`config.mk`:
```
export PLATFORM = sky130hd
export DESIGN_NAME = pts_cell
export DESIGN_NICKNAME = d
export VERILOG_FILES = /design/src/hdl/pts_pkg.sv /design/src/hdl/pts_cell.sv
export SDC_FILE = /design/constraint.sdc
export NUM_CORES = 1
export LEC_CHECK = 0
export ABC_AREA = 1
export BUFFER_PORTS_ARGS = -buffer_cell sky130_fd_sc_hd__buf_4
export CAP_MARGIN = 15
export CELL_PAD_IN_SITES_DETAIL_PLACEMENT = 1
export CELL_PAD_IN_SITES_GLOBAL_PLACEMENT = 1
export CORE_MARGIN = 2
export CORE_UTILIZATION = 31
export DETAILED_ROUTE_END_ITERATION = 8
export GPL_ROUTABILITY_DRIVEN = 0
export GPL_TIMING_DRIVEN = 0
export PLACE_DENSITY_LB_ADDON = 0.1
export SETUP_SLACK_MARGIN = 0.05
export SLEW_MARGIN = 40
export SYNTH_ARGS = -nofsm -noshare
export SYNTH_HDL_FRONTEND = slang
export SYNTH_SLANG_ARGS = --single-unit
```
`constraint.sdc`:
```
create_clock -name clk -period 5.46 [get_ports clk]
set_input_delay 0.273 -clock clk [delete_from_list [all_inputs] [get_ports clk]]
set_output_delay 0.273 -clock clk [all_outputs]
set_load 0.05 [all_outputs]
```
`src/hdl/pts_pkg.sv`:
```
`timescale 1ns / 1ps
// Shared types and codes for the packed table with swap-remove.
// No dependencies; every other file imports this package.
package pts_pkg;

	localparam logic [1:0] CMD_INSERT = 2'd0;
	localparam logic [1:0] CMD_REMOVE = 2'd1;
	localparam logic [1:0] CMD_LOOKUP = 2'd2;
	localparam logic [1:0] CMD_CLEAR  = 2'd3;

	localparam logic [1:0] ST_OK        = 2'd0;
	localparam logic [1:0] ST_NOT_FOUND = 2'd1;
	localparam logic [1:0] ST_FULL      = 2'd2;
	localparam logic [1:0] ST_DUPLICATE = 2'd3;

	typedef struct packed {
		logic [1:0]  command;
		logic [63:0] key;
		logic [63:0] payload;
	} in_item_t;

	typedef struct packed {
		logic [1:0]  status;
		logic [5:0]  slot_index;
		logic [63:0] entry_data;
		logic [6:0]  count_after;
	} out_item_t;

	// Broadcast controls from the sequencer to every cell.
	typedef struct packed {
		logic match_en;
		logic ins_en;
		logic mov_en;
	} cell_ctl_t;

	typedef enum logic [3:0] {
		S_IDLE    = 4'b0001,
		S_MATCH   = 4'b0010,
		S_RESOLVE = 4'b0100,
		S_DONE    = 4'b1000
	} state_t;

endpackage

```
`src/hdl/pts_cell.sv`:
```
`timescale 1ns / 1ps
// One slot of the packed table: key, payload, key match and last-slot flags.
// Depends on pts_pkg.
module pts_cell #(
	parameter int IDX_W = 6,
	parameter int CNT_W = 7,
	parameter int PAYLOAD_WIDTH = 64
) (
	input  logic                     clk,
	input  logic                     arst_n,
	input  logic [IDX_W-1:0]         slot_id,
	input  logic [CNT_W-1:0]         count,
	input  logic [63:0]              probe_key,
	input  pts_pkg::cell_ctl_t       ctl,
	input  logic [63:0]              wr_key,
	input  logic [PAYLOAD_WIDTH-1:0] wr_payload,
	output logic                     hit_q,
	output logic                     last_q,
	output logic [63:0]              key_q,
	output logic [PAYLOAD_WIDTH-1:0] payload_q
);
	import pts_pkg::*;

	logic live;
	logic is_last;
	logic wr;

	assign live    = CNT_W'(slot_id) < count;
	assign is_last = CNT_W'(slot_id) == (count - CNT_W'(1));
	// append lands at slot == count; a move lands on the matched hole
	assign wr = (ctl.ins_en && (count[IDX_W-1:0] == slot_id)) || (ctl.mov_en && hit_q);

	always_ff @(posedge clk or negedge arst_n) begin
		if (!arst_n) begin
			hit_q  <= 1'b0;
			last_q <= 1'b0;
		end else if (ctl.match_en) begin
			hit_q  <= live && (key_q == probe_key);
			last_q <= is_last;
		end
	end

	always_ff @(posedge clk) begin
		if (wr) begin
			key_q     <= wr_key;
			payload_q <= wr_payload;
		end
	end

endmodule

```
==> summary.md <==
| Metric | Value |
|---|---|
| Run status | finished clean |
| Port bufs | 339 |
| CP top delay family | compound AO/OA/AOI/OAI gates |
| Met1 wire length | 5730 µm |
| Final Non-Filler Cells | 1031 |
| Synth Instances | 437 |
| Rows | 47 |
| Synth top cells by count | 128 x edfxtp_1, 104 x nand2_1, 67 x inv_1 |
| Clk sinks | 130 |
| Cell Chain, Critical Path | buf_4 > inv_1 > ha_1 > nand2_1 > nor2_1 > a32o_4 > buf_12 |
| Routed WL per cell | 17.6 µm |
| Die area | 18300 µm² |
| # Post-CTS Setup Buffers | 0 |
| Setup TNS | 0 ps |
| Ranking of synthesized cells by area | edfxtp_1 72%, nand2_1 7.3%, inv_1 4.7% |
| Unrepaired setup endpoints after global routing | no |
| Worst Path Required | 5570 ps |
| Critical path launch point type | primary input |
| Grt ovf | 0 |
| Tot GR Track Use | 19.7% |
| Hold Violations, Final | 0 |
| Hold Slack | 21.8 ps |
| WS Path Type | in2reg |
| CP bufs+invs | 3 |
| Clk root buf | clkbuf_16 |
| Number of synthesized flops with an enable pin | 128 |
| Critical path peak fanout | 41 |
| Via count | 4478 |
| HP Class | in2reg |
| Met2 wire len | 9940 µm |
| Seq/Total Area, Yosys | 73.1% |
| Max Cap Violations | 0 |
| Die width | 135 µm |
| Initial Util | 31.9% |
| Nets | 1016 |
| Fmax | 0.619 GHz |
| Post-Syn Area | 5330 µm² |
| Fill cells | 1858 |
| Final instance area | 8810 µm² |
| Residual DRC | 0 |
| CP endpoint kind | register |
| Clk_lat worst skew | 420 ps |
| Main flop type after synthesis | edfxtp_1 |
| Final ANT Viol Nets | 0 |
| CTS Buf Count | 17 |
| Number of global-route vias before repair | 4941 |
| Min Tclk post-route | 1610 ps |
| Top layer in use | met4 |
| First-pass GRT wire length | 26300 µm |
| Critical Path Stages | 7 |
| Routed wl met3 | 1860 µm |
| Post-CTS sizing | 0 |
| Area after DPL | 8220 µm² |
| Period Utilization, post-route | 29.6% |
| Setup Skew | 8.69 ps |
| Vias per cell | 4.34 |
| # IOs | 340 |
| Pin count of the biggest net entering global routing | 42 |
| Worst r2r path cells | 2 |
| Fin. max-slew vios | 0 |
| FFs w/ async S/R, synth | 1.54% |
| Core area | 16700 µm² |
| Synth warnings | 0 |
| Placed cell count | 999 |
| CTS tree | built |
| Area growth from synthesis to layout | 65.3% |
| Total power | 2.49 mW |
| Critical-path top delay cell | a32o_4 |
| Final setup fails | 0 |
| # diodes | 0 |
| Cell Pwr Density | 283 nW/µm² |
| CTS max path bufs | 2 |
| Slowest cell delay on critical path | 460 ps |
| Detailed placement HPWL | 14700 µm |
| Dominant cell type by area after synthesis | edfxtp_1 |
| Layout cells sized above 1 | 47.1% |
| Crit path arrival time | 1720 ps |
| Slew @ Worst Pin | 392 ps |
| Syn Area/Cell | 12.2 µm² |
| Hold Path Depth | 1 |
| Net Count, Synth | 654 |
| H-tree Lvls | 4 |
| Total Routed Length | 18100 µm |
| Netlist cell types | 24 |
| TritonRoute pass-1 iters | 4 |
| Leakage | 4.05 nW |
| Initial antenna violation count | 0 |
| Post-synth top area share | 72.1% |
| Synth Register Bits | 130 |
| Cell with the most instances after synthesis | edfxtp_1 |
| Die Height | 135 µm |
| VDD IR-drop max | 217 µV |
| Reg clk slew, reported paths | 60 ps |
| Max-slew headroom | 73.9% |
| DR iter-0 viols | 120 |
-- kinds of logic (layout without fill, tap and decap cells) --
group / after synthesis / count (layout) / synth area share (%)
and+or+nand+nor: 181 / 181 / 13.6
adders and majority gates: 7 / 7 / 1.64
DFF: 130 / 130 / 73.1
xor gates and xnor gates: 25 / 25 / 4.39
AOI/OAI and AO/OA: 23 / 23 / 2.32
buffers and inverters: 71 / 445 / 5.00
-- state kept, by name, summed over array words and instances (netlist names) --
signal and cells:
last_q 1, key_q 64, payload_q 64, hit_q 1
-- report_power, final --
part           switching, mW  internal [mW]  total, mW
combinational          0.112          0.135      0.246
clock                  0.456          0.675       1.13
sequential           0.00556           1.11       1.11
total                  0.573           1.92       2.49
-- layout make-up --
| class | count | area [µm²] | area share (%) |
|---|---|---|---|
| Multi-Input combinational cell | 236 | 1180 | 13.4 |
| Clock buffer | 17 | 425 | 4.83 |
| Sequential cell | 130 | 3890 | 44.2 |
| Inverter | 71 | 267 | 3.03 |
| Tap cell | 220 | 275 | 3.12 |
| Clock inverter | 14 | 153 | 1.73 |
| Timing Repair Buffer | 343 | 2620 | 29.7 |
-- worst register-to-register path: stages (launching register included) --
cell	delay, ps
dfrtp_1	390
a32o_4	400
buf_12	300
-- layer usage --
| metal | up-vias | track usage, % |
|---|---|---|
| met5 | - | 0 |
| li1 | 2159 | - |
| met1 | 2088 | 17.8 |
| met2 | 193 | 36.6 |
| met3 | 38 | 9.83 |
| met4 | 0 | 9.14 |
-- worst paths after layout --
kind / startpoint / endpoint / slack (ps)
min in group asynchronous: arst_n / last_q / 180
hold / removal: wr_payload[34] / payload_q[34] / 20
setup reg to reg: hit_q / key_q[21] / 4030
max in group asynchronous: arst_n / hit_q / 5200
hold reg to reg: last_q / last_q / 490
setup / recovery: count[2] / key_q[21] / 3850
-- what timing repair did --
| action | in CTS | in global routing |
|---|---|---|
| setup endpoints to repair | 0 | 0 |
| hold buffers | 1 | 0 |
| hold endpoints to repair | 2 | 0 |
-- layout by cell type, fill, tap and decap left out --
cell / n
clkinv_2: 1
bufinv_16: 2
buf_4: 339
or2_0: 1
o21ai_1: 6
inv_6: 5
clkbuf_16: 17
edfxtp_1: 128
xnor2_1: 10
clkinv_1: 1
clkinv_4: 2
o22ai_1: 3
nor2_1: 54
or2_1: 2
xor2_2: 2
or2_2: 1
nand2_1: 104
buf_12: 3
xor2_1: 13
inv_2: 4
ha_1: 7
clkinvlp_4: 3
nand3_1: 8
nor2_2: 1
a21oi_1: 4
dlygate4sd3_1: 1
nand3b_1: 1
dfrtp_1: 2
nand2_2: 1
o21ai_0: 9
a32o_4: 1
inv_1: 67
nand4_1: 4
nor3_1: 4
-- through the flow --
stage                     setup slack, ps  utilization (%)
after floorplan                      1080                -
after global placement               -384             48.8
after detailed placement             3410             49.2
after CTS                            3850             52.7
after global routing                 3720             52.7
final                                3850             52.7
(Power assumes the default switching activity.)
